<file path="src/rtl/dmc_pkg.sv">
// Package for the depth-first maze carver: item structs, sequencer states,
// neighbor slot codes and the push-order permutation table.
// No dependencies.
package dmc_pkg;

    typedef struct packed {
        logic       operation;
        logic [3:0] start_row;
        logic [3:0] start_col;
        logic [4:0] shuffle_pick;
    } in_item_t;

    typedef struct packed {
        logic       carved;
        logic [3:0] cell_row;
        logic [3:0] cell_col;
        logic [1:0] parent_dir;
        logic [2:0] pushed_count;
        logic       done_res;
    } out_item_t;

    localparam logic OP_START = 1'b0;
    localparam logic OP_STEP  = 1'b1;

    typedef enum logic [1:0] {
        DIR_UP    = 2'd0,
        DIR_DOWN  = 2'd1,
        DIR_LEFT  = 2'd2,
        DIR_RIGHT = 2'd3
    } dir_t;

    localparam logic [1:0] LAST_SLOT = 2'd3;
    localparam logic [2:0] MAX_PUSH  = 3'd4;

    typedef enum logic [2:0] {
        S_IDLE,
        S_CLEAR,
        S_POP,
        S_LOAD,
        S_PROBE,
        S_TEST,
        S_OUT
    } state_t;

    // Push order for each pick value; bits [2i+1:2i] hold the slot pushed i-th.
    // Permutations are in lexicographic rank; picks 24..31 wrap onto 0..7.
    localparam logic [7:0] PERM_TABLE [32] = '{
        8'b11_10_01_00, 8'b10_11_01_00, 8'b11_01_10_00, 8'b01_11_10_00,
        8'b10_01_11_00, 8'b01_10_11_00, 8'b11_10_00_01, 8'b10_11_00_01,
        8'b11_00_10_01, 8'b00_11_10_01, 8'b10_00_11_01, 8'b00_10_11_01,
        8'b11_01_00_10, 8'b01_11_00_10, 8'b11_00_01_10, 8'b00_11_01_10,
        8'b01_00_11_10, 8'b00_01_11_10, 8'b10_01_00_11, 8'b01_10_00_11,
        8'b10_00_01_11, 8'b00_10_01_11, 8'b01_00_10_11, 8'b00_01_10_11,
        8'b11_10_01_00, 8'b10_11_01_00, 8'b11_01_10_00, 8'b01_11_10_00,
        8'b10_01_11_00, 8'b01_10_11_00, 8'b11_10_00_01, 8'b10_11_00_01
    };

endpackage

</file>
<file path="src/rtl/dmc_nbr.sv">
// Neighbor unit: bounds check and address step for one neighbor slot.
// Depends on dmc_pkg.
module dmc_nbr
    import dmc_pkg::*;
#(
    parameter int ROWS = 16,
    parameter int COLS = 16
)
(
    input  logic [$clog2(ROWS)-1:0]      row,
    input  logic [$clog2(COLS)-1:0]      col,
    input  logic [$clog2(ROWS*COLS)-1:0] idx,
    input  dir_t                         slot,
    output logic                         ok,
    output logic [$clog2(ROWS)-1:0]      nb_row,
    output logic [$clog2(COLS)-1:0]      nb_col,
    output logic [$clog2(ROWS*COLS)-1:0] nb_idx,
    output logic [1:0]                   nb_dir
);

    localparam int ROW_W = $clog2(ROWS);
    localparam int COL_W = $clog2(COLS);
    localparam int IDX_W = $clog2(ROWS*COLS);

    always_comb
    begin
        ok     = 1'b0;
        nb_row = row;
        nb_col = col;
        nb_idx = idx;
        unique case (slot)
            DIR_UP:
            begin
                ok     = (row != '0);
                nb_row = row - 1'b1;
                nb_idx = idx - IDX_W'(COLS);
            end
            DIR_DOWN:
            begin
                ok     = (row != ROW_W'(ROWS - 1));
                nb_row = row + 1'b1;
                nb_idx = idx + IDX_W'(COLS);
            end
            DIR_LEFT:
            begin
                ok     = (col != '0);
                nb_col = col - 1'b1;
                nb_idx = idx - 1'b1;
            end
            DIR_RIGHT:
            begin
                ok     = (col != COL_W'(COLS - 1));
                nb_col = col + 1'b1;
                nb_idx = idx + 1'b1;
            end
            default:
            begin
                ok = 1'b0;
            end
        endcase
        // side of the neighbor that faces back toward this cell
        nb_dir = slot ^ 2'b01;
    end

endmodule

</file>
<file path="config.mk">
export PLATFORM = sky130hd
export DESIGN_NAME = dmc_nbr
export DESIGN_NICKNAME = d
export VERILOG_FILES = /design/src/rtl/dmc_pkg.sv /design/src/rtl/dmc_nbr.sv
export SDC_FILE = /design/constraint.sdc
export NUM_CORES = 1
export LEC_CHECK = 0
export ABC_AREA = 1
export BUFFER_PORTS_ARGS = -buffer_cell sky130_fd_sc_hd__buf_2
export CAP_MARGIN = 20
export CORE_MARGIN = 1.5
export CORE_UTILIZATION = 28
export DETAILED_ROUTE_END_ITERATION = 10
export PLACE_DENSITY = 0.62
export SLEW_MARGIN = 0
export SYNTH_ARGS = -nofsm -noshare
export SYNTH_HDL_FRONTEND = slang
export SYNTH_SLANG_ARGS = --single-unit
</file>
<file path="constraint.sdc">
create_clock -name vclk -period 1.95
set_clock_uncertainty 0.15 [all_clocks]
set_input_delay 0.0975 -clock vclk [all_inputs]
set_output_delay 0.0975 -clock vclk [all_outputs]
set_load 0.02 [all_outputs]
</file>
==> out/summary.txt, run 1 <==
Average routed wire per standard cell: 9.93 um
Count of routing violations after the opening detailed-route iteration: 10
Routability Congestion: 0.810
Total grt overflow: 0
Core box area: 0.00285 mm^2
Chip height: 58.6 um
Total nets after synthesis: 175
Final count of hold timing violations: 0
Pre-antenna DRT Iters: 4
Remaining antenna violation count: 0
Floorplan die area: 0.00343 mm^2
Max-Slew Margin vs Limit: 0.821
Outcome: finished, final reports clean
Final routed DRC violation total: 0
Top-count cell post-synth: sky130_fd_sc_hd__nand2_1
Power per cell area: 325 mW/mm^2
Relative contribution of sequential cells to total power: 0
Clock network power share: 0
Leak pwr: 0.657 nW
Switching part of the total: 0.596
Synth Warn #: 0
Count of placed standard cells including taps: 212
Setup violations, final: 0
Clock buffer instance count of the final layout: 0
Antenna violations before repair: 0
Maximum net fanout on the critical path: 10
FFs & Latches: 0
# nets final: 216
FP Rows: 19
Signed area change from the synthesized netlist to the final layout: 31.8%
Number of buffers inserted by post-CTS setup repair: 0
Final WS setup: 0.193 ns
Combinational fraction of design power: 1.000
Total negative slack: 0 ns
Global-route total usage across every layer: 0.118
Worst hold slack after final layout: 0.369 ns
Worst-case setup slack after placement: 0.0956 ns
Number of cells produced by synthesis: 142
Final wirelength: 2110 um
Most numerous cell types in the synthesized netlist: sky130_fd_sc_hd__nand2_1 (40), sky130_fd_sc_hd__inv_1 (22), sky130_fd_sc_hd__nand3_1 (15)
Number of global-route vias before repair: 797
Width of the die: 58.6 um
Critical Path Sink Type: output port
Post-synthesis cell type count: 23
Worst endpoint data arrival time: 1.51 ns
Synth top area cells: sky130_fd_sc_hd__ha_1 (17%), sky130_fd_sc_hd__nand2_1 (17%), sky130_fd_sc_hd__inv_1 (9.6%)
Total number of vias: 967
Share of layout cells above drive strength 1: 0.282
Peak ir drop on the vdd network: 110 uV
Setup repair after global routing missed its margin: no
Crit path kind: input port to output port
Number of antenna diodes: 0
Slew of the pin with the lowest slew margin: 0.265 ns
Wire length of the first global-routing pass: 3380 um
Minimum period implied by the final worst setup slack: 1.76 ns
CTS Hold Bufs: 0
Share of Yosys cell area claimed by the top area cell type: 0.174
Starting density of the core: 0.303
Avg Synthesized Cell Area: 6.09 um^2
Post-route fraction of the period consumed by the critical path: 0.901
Maximum number of pins on one net before global-route repair: 15
Post-synthesis instance area: 865 um^2
Critical path startpoint category: input port
Min-delay worst type: input port to output port
Pins over their slew limit: 0
Int Pwr: 0.000150 W
Detailed-placement wirelength estimate: 1740 um
Final Non-Filler Cells: 212
Port bufs: 37
Required time of the critical path: 1.70 ns
Max-cap check violation count: 0
Number of gates given a new drive strength after cts: 0
Avg Vias per Cell: 4.56
Upper clock frequency limit: 0.569 GHz
IO Count: 37
Register cell area after layout: 0 um^2
Power spent charging and discharging nets: 0.000221 W
Most area-hungry cell type in the Yosys netlist: sky130_fd_sc_hd__ha_1
Sequential element share of the synthesized area: 0
## through the flow
stage          total power (W)  cell area (um^2)  utilization
2_1_floorplan         0.000249               865            -
3_3_place_gp          0.000362              1110        0.388
3_5_place_dp          0.000361              1110        0.388
4_1_cts               0.000364              1110        0.388
5_1_grt               0.000416              1140        0.400
6_report              0.000370              1140        0.400
## power groups by stage
stage / combinational [W] / clock (W) / sequential (W)
after global placement: 0.000362 / 0 / 0
final: 0.000370 / 0 / 0
after detailed placement: 0.000361 / 0 / 0
after global routing: 0.000416 / 0 / 0
after floorplan: 0.000249 / 0 / 0
after CTS: 0.000364 / 0 / 0
## per-layer routing
metal / part of all wire / up-vias / GRT usage
li1: - / 544 / -
met1: 0.50 / 407 / 0.165
met2: 0.47 / 16 / 0.213
met3: 0.029 / 0 / 0.00440
met4: 0 / 0 / 0
met5: 0 / - / 0
## final timing paths
| path | from | end | slack (ns) | cells past startpoint |
|---|---|---|---|---|
| worst min-delay path | idx[0] | nb_idx[0] | 0.37 | 3 |
| worst max-delay path | slot[0] | nb_idx[7] | 0.19 | 11 |
## cells by family (layout without fill, tap and decap cells)
logic type,count (synthesis),in the layout,synth area share
AND/OR/NAND/NOR,66,66,0.330
buffers and inverters,26,65,0.126
AO/OA/AOI/OAI,22,22,0.169
adder cells (fa/ha/maj),15,15,0.243
XOR/XNOR,13,13,0.132
## final cells by class
| cell class | count | area [um^2] |
|---|---|---|
| fillers | 336 | 1710 |
| well taps | 31 | 38.8 |
| inverters | 22 | 82.6 |
| repair buffers | 43 | 230 |
| multi-input cells | 116 | 788 |
## critical path, stage by stage
cell and delay [ns]:
sky130_fd_sc_hd__buf_2 0.15, sky130_fd_sc_hd__nand2_4 0.14, sky130_fd_sc_hd__ha_1 0.34, sky130_fd_sc_hd__inv_1 0.11, sky130_fd_sc_hd__o21bai_1 0.08, sky130_fd_sc_hd__a31oi_1 0.19, sky130_fd_sc_hd__nand2_1 0.08, sky130_fd_sc_hd__nand2_1 0.06
sky130_fd_sc_hd__nand3_1 0.06, sky130_fd_sc_hd__nand2_1 0.06, sky130_fd_sc_hd__buf_2 0.15
## layout by cell type (no fill, tap or decap), types with 2 or more instances in the layout
master / Yosys / routed
sky130_fd_sc_hd__nand2_2: 3 / 3
sky130_fd_sc_hd__inv_1: 22 / 22
sky130_fd_sc_hd__nand3_1: 15 / 15
sky130_fd_sc_hd__o21bai_1: 2 / 2
sky130_fd_sc_hd__ha_1: 12 / 10
sky130_fd_sc_hd__xnor2_1: 5 / 5
sky130_fd_sc_hd__xor2_1: 8 / 8
sky130_fd_sc_hd__ha_4: 0 / 2
sky130_fd_sc_hd__buf_2: 0 / 37
sky130_fd_sc_hd__nor3_1: 3 / 3
sky130_fd_sc_hd__a41oi_1: 2 / 2
sky130_fd_sc_hd__buf_4: 3 / 6
sky130_fd_sc_hd__o21ai_0: 8 / 8
sky130_fd_sc_hd__fa_1: 3 / 3
sky130_fd_sc_hd__a21oi_1: 4 / 4
sky130_fd_sc_hd__nor2_1: 2 / 2
sky130_fd_sc_hd__a21o_1: 3 / 3
sky130_fd_sc_hd__nand2_1: 40 / 39
Note: power is estimated with default switching activity, not from simulation.
==> inputs of run 2 (changes only) <==
- ABC_AREA: 1 -> 0
- PLACE_DENSITY: 0.62 -> 0.64
==> run 2 against run 1 <==
Count of clock-buffer cells in the layout is the same. Via count fell by 20%. Combinational power up 2%. Non-clock buffer count grew 1. Wire length decreased by 12%. First-iteration DRC count shrank 30%. Sequential share of layout area did not move. Largest cell class unchanged.
==> out/summary.txt, run 2 <==
Synth Warn #: 0
Clock buffer instance count of the final layout: 0
Critical path startpoint category: input port
Post-route cell area: 0.00103 mm^2
Register cell area after layout: 0 um^2
Maximum net fanout on the critical path: 7
Clock network power share: 0
Slew of the pin with the lowest slew margin: 0.297 ns
Most common library cell in the layout ignoring fill and taps: sky130_fd_sc_hd__buf_2
Most numerous cell types in the synthesized netlist: sky130_fd_sc_hd__ha_1 (12), sky130_fd_sc_hd__xnor2_1 (11), sky130_fd_sc_hd__nand2_1 (7), sky130_fd_sc_hd__xor2_1 (7), sky130_fd_sc_hd__a21oi_1 (6)
Sequential element share of the synthesized area: 0
FFs & Latches: 0
Post-route fraction of the period consumed by the critical path: 0.990
Leak pwr: 0.468 nW
Minimum period implied by the final worst setup slack: 1.93 ns
Top-count cell post-synth: sky130_fd_sc_hd__ha_1
Antenna violations before repair: 0
Required time of the critical path: 1.70 ns
Total Power: 0.000376 W
Pins over their slew limit: 0
Critical Path Sink Type: output port
Remaining antenna violation count: 0
Avg Synthesized Cell Area: 8.41 um^2
Final routed DRC violation total: 0
Final Non-Filler Cells: 156
Post-Place Cell Area: 997 um^2
Port bufs: 37
Power per cell area: 364 mW/mm^2
IO Count: 37
Total nets after synthesis: 119
Power spent charging and discharging nets: 0.000210 W
Max-cap check violation count: 0
Setup repair after global routing missed its margin: yes
Max-Slew Margin vs Limit: 0.802
Switching part of the total: 0.558
Post-synthesis cell type count: 30
Post-synthesis instance area: 723 um^2
Avg Vias per Cell: 4.98
Routability Congestion: 0.786
Signed area change from the synthesized netlist to the final layout: 42.9%
Peak ir drop on the vdd network: 221 uV
Min-delay worst type: input port to output port
Worst endpoint data arrival time: 1.68 ns
Worst hold slack after final layout: 0.368 ns
Synth top area cells: sky130_fd_sc_hd__ha_1 (21%), sky130_fd_sc_hd__xnor2_1 (13%), sky130_fd_sc_hd__xor2_1 (8.5%)
Number of cells produced by synthesis: 86
Final count of hold timing violations: 0
# nets final: 161
Utilization after layout: 0.421
Share of Yosys cell area claimed by the top area cell type: 0.208
Share of layout cells above drive strength 1: 0.492
Wire length of the first global-routing pass: 2990 um
Count of routing violations after the opening detailed-route iteration: 7
Outcome: finished, final reports clean
Upper clock frequency limit: 0.518 GHz
Total number of vias: 777
Most area-hungry cell type in the Yosys netlist: sky130_fd_sc_hd__ha_1
Floorplan die area: 0.00290 mm^2
Detailed-placement wirelength estimate: 1560 um
Setup violations, final: 0
Pre-antenna DRT Iters: 2
Combinational fraction of design power: 1.000
Commonest cells after routing, fill and taps aside: sky130_fd_sc_hd__buf_2 (35), sky130_fd_sc_hd__xnor2_1 (11), sky130_fd_sc_hd__ha_1 (10)
Starting density of the core: 0.295
Number of antenna diodes: 0
Total grt overflow: 0
FP Rows: 18
Maximum number of pins on one net before global-route repair: 13
Number of global-route vias before repair: 711
Final wirelength: 1860 um
Crit path kind: input port to output port
Width of the die: 53.8 um
Core box area: 0.00245 mm^2
Count of placed standard cells including taps: 156
Relative contribution of sequential cells to total power: 0
CTS Hold Bufs: 0
Int Pwr: 0.000166 W
Global-route total usage across every layer: 0.131
Chip height: 53.8 um
Average routed wire per standard cell: 11.9 um
==> run 2: per-layer routing <==
| metal | part of all wire | track usage |
|---|---|---|
| met1 | 0.43 | 0.170 |
| met2 | 0.52 | 0.254 |
| met3 | 0.050 | 0 |
| met4 | 0 | 0 |
| met5 | 0 | 0 |
==> run 2: final cells by class <==
cell class / instances / area [um^2]
fill: 250 / 1420
inverter: 3 / 11.3
tap: 30 / 37.5
multi-input combinational: 79 / 742
timing repair buffer: 44 / 243
==> run 2: kinds of logic (layout without fill, tap and decap cells) <==
group	after synthesis	count (layout)	share of synthesized area
AND/OR/NAND/NOR	20	20	0.140
AO/OA/AOI/OAI	18	18	0.168
XOR/XNOR	18	18	0.218
adder cells (fa/ha/maj)	15	15	0.291
multiplexers	8	8	0.137
buffers and inverters	7	47	0.0467
==> run 2: critical path: stages <==
cell,delay (ns)
sky130_fd_sc_hd__buf_2,0.12
sky130_fd_sc_hd__nand2_2,0.09
sky130_fd_sc_hd__buf_4,0.18
sky130_fd_sc_hd__ha_2,0.37
sky130_fd_sc_hd__nand2_1,0.11
sky130_fd_sc_hd__o21ai_1,0.20
sky130_fd_sc_hd__xor2_1,0.08
sky130_fd_sc_hd__mux2_2,0.27
sky130_fd_sc_hd__buf_2,0.16
==> run 2: path summary, 6_finish.rpt <==
check                from         to  slack, ns  depth (start not counted)
hold / removal     col[3]  nb_col[3]       0.37                          3
setup / recovery  slot[1]  nb_idx[5]       0.02                          9
==> run 2: what timing repair did <==
item / CTS / global route
pin swaps: 0 / 3
resized for setup: 1 / 8
buffers inserted: 0 / 0
hold endpoints to repair: 0 / 0
endpoints found under the setup margin: 1 / 5
==> run 2: power groups by stage <==
stage          Sequential [W]  Clock (W)  Combinational (W)
2_1_floorplan               0          0           0.000243
3_3_place_gp                0          0           0.000353
3_5_place_dp                0          0           0.000361
4_1_cts                     0          0           0.000364
5_1_grt                     0          0           0.000413
6_report                    0          0           0.000376
==> run 2: through the flow <==
stage                     setup TNS (ns)  setup slack, ns
after floorplan                  -0.0674          -0.0674
after global placement                 0           0.0626
after detailed placement               0          0.00643
after CTS                              0           0.0222
after global routing             -0.0968          -0.0627
final                                  0           0.0192
==> inputs of run 3 (changes only) <==
- RECOVER_POWER: unset -> 50
- TNS_END_PERCENT: unset -> 50
==> run 3 against run 2 <==
Critical path depth unchanged. Power shrank 0.55%. Utilization down 0.20 points. Via count grew 0.13%. Combinational power barely moved. Cell area fell by 0.48%. Sequential cell count stayed put. Count of clock-buffer cells in the layout unchanged. Largest power group unchanged.
==> out/summary.txt, run 3 (synthesis results as in run 2) <==
Outcome: finished, final reports clean
Antenna violations before repair: 0
Critical Path Sink Type: output port
Number of stages on the worst hold path: 3
Pre-antenna DRT Iters: 2
Commonest cells after routing, fill and taps aside: sky130_fd_sc_hd__buf_2 (31), sky130_fd_sc_hd__xnor2_1 (11), sky130_fd_sc_hd__ha_1 (10)
Power per cell area: 364 mW/mm^2
IO Count: 37
Final routed DRC violation total: 0
Width of the die: 53.8 um
Final WS setup: 0.0190 ns
Port bufs: 37
Pins over their slew limit: 0
Cell type with the highest occurrence count on the critical path: sky130_fd_sc_hd__buf_2
Post-route fraction of the period consumed by the critical path: 0.990
# nets final: 161
Maximum net fanout on the critical path: 7
Chip height: 53.8 um
Critical path startpoint category: input port
Setup repair after global routing missed its margin: yes
Register cell area after layout: 0 um^2
Routability Congestion: 0.786
FP Rows: 18
Total number of vias: 778
Number of antenna diodes: 0
Total Power: 0.000374 W
Global-route total usage across every layer: 0.131
Final count of hold timing violations: 0
Starting density of the core: 0.295
Required time of the critical path: 1.70 ns
Wire length of the first global-routing pass: 2990 um
Total grt overflow: 0
FFs & Latches: 0
Leak pwr: 0.457 nW
Average routed wire per standard cell: 11.9 um
Avg Vias per Cell: 4.99
Setup violations, final: 0
Count of routing violations after the opening detailed-route iteration: 6
Crit-path cells: buf_2 -> nand2_2 -> buf_4 -> ha_2 -> nand2_1 -> o21ai_1 -> xor2_1 -> mux2_2 -> buf_2
Worst-case hold path end point: nb_col[3]
Slew of the pin with the lowest slew margin: 0.297 ns
Utilization after layout: 0.419
Core box area: 0.00245 mm^2
Min-delay worst type: input port to output port
Final wirelength: 1860 um
Total negative slack: 0 ns
Minimum period implied by the final worst setup slack: 1.93 ns
Filler instances: 249
Worst-case setup slack after placement: 0.00643 ns
Most common library cell in the layout ignoring fill and taps: sky130_fd_sc_hd__buf_2
Remaining antenna violation count: 0
Share of layout cells above drive strength 1: 0.460
Max-cap check violation count: 0
Peak per-stage delay on the critical path: 0.37 ns
Number of global-route vias before repair: 711
Startpoint of the worst hold path: col[3]
Peak ir drop on the vdd network: 221 uV
Upper clock frequency limit: 0.518 GHz
Signed area change from the synthesized netlist to the final layout: 42.2%
Max-Slew Margin vs Limit: 0.802
Detailed-placement wirelength estimate: 1560 um
Cell with the biggest individual delay on the critical path: sky130_fd_sc_hd__ha_2
Clock buffer instance count of the final layout: 0
Crit path kind: input port to output port
Worst endpoint data arrival time: 1.68 ns
Floorplan die area: 0.00290 mm^2
Maximum number of pins on one net before global-route repair: 13
Number of buffers inserted by post-CTS setup repair: 0
[run 3: stage by stage]
step	hold WS, ns	std cells	area (um^2)
CTS	0.370	156	1000
detailed placement	0.368	156	997
global placement	0.357	156	997
global route	0.385	156	1030
finish	0.368	156	1030
floorplan	0.132	86	744
[run 3: worst max-delay path by stage]
stage,from,to,slack [ns],cells after the start
finish,slot[1],nb_idx[5],0.02,9
CTS,slot[1],nb_idx[6],0.02,10
global route,slot[1],nb_idx[5],-0.06,9
floorplan,slot[1],nb_row[3],-0.07,9
detailed placement,slot[1],nb_idx[6],0.006,10
global placement,slot[1],nb_idx[6],0.06,10
[run 3: final cells by class]
class,count,area (um^2),area share
Tap cell,30,37.5,0.0365
Inverter,3,11.3,0.0109
Multi-Input combinational cell,79,742,0.721
Timing Repair Buffer,44,238,0.231
[run 3: metal layers]
metal / vias up / global-route usage / part of all wire
li1: 394 / - / -
met1: 362 / 0.170 / 0.42
met2: 22 / 0.254 / 0.52
met3: 0 / 0 / 0.055
met4: 0 / 0 / 0
met5: - / 0 / 0
[run 3: what timing repair did]
action	CTS	global route
setup endpoints to repair	1	5
pin swaps	0	3
hold buffers	0	0
resized for setup	1	8
[run 3: power by group]
group	switching, W	total, W	internal [W]	leakage (nW)
Sequential	0	0	0	0
Combinational	0.000210	0.000374	0.000164	0.457
Clock	0	0	0	0
Total	0.000210	0.000374	0.000164	0.457
[run 3: worst max-delay path: cells and delay by family]
family	cells	cell delay [ns]
fa+ha+maj	1	0.37
xor+xnor	1	0.08
simple gates	2	0.20
mux	1	0.27
buf+inv	3	0.46
compound gates	1	0.20
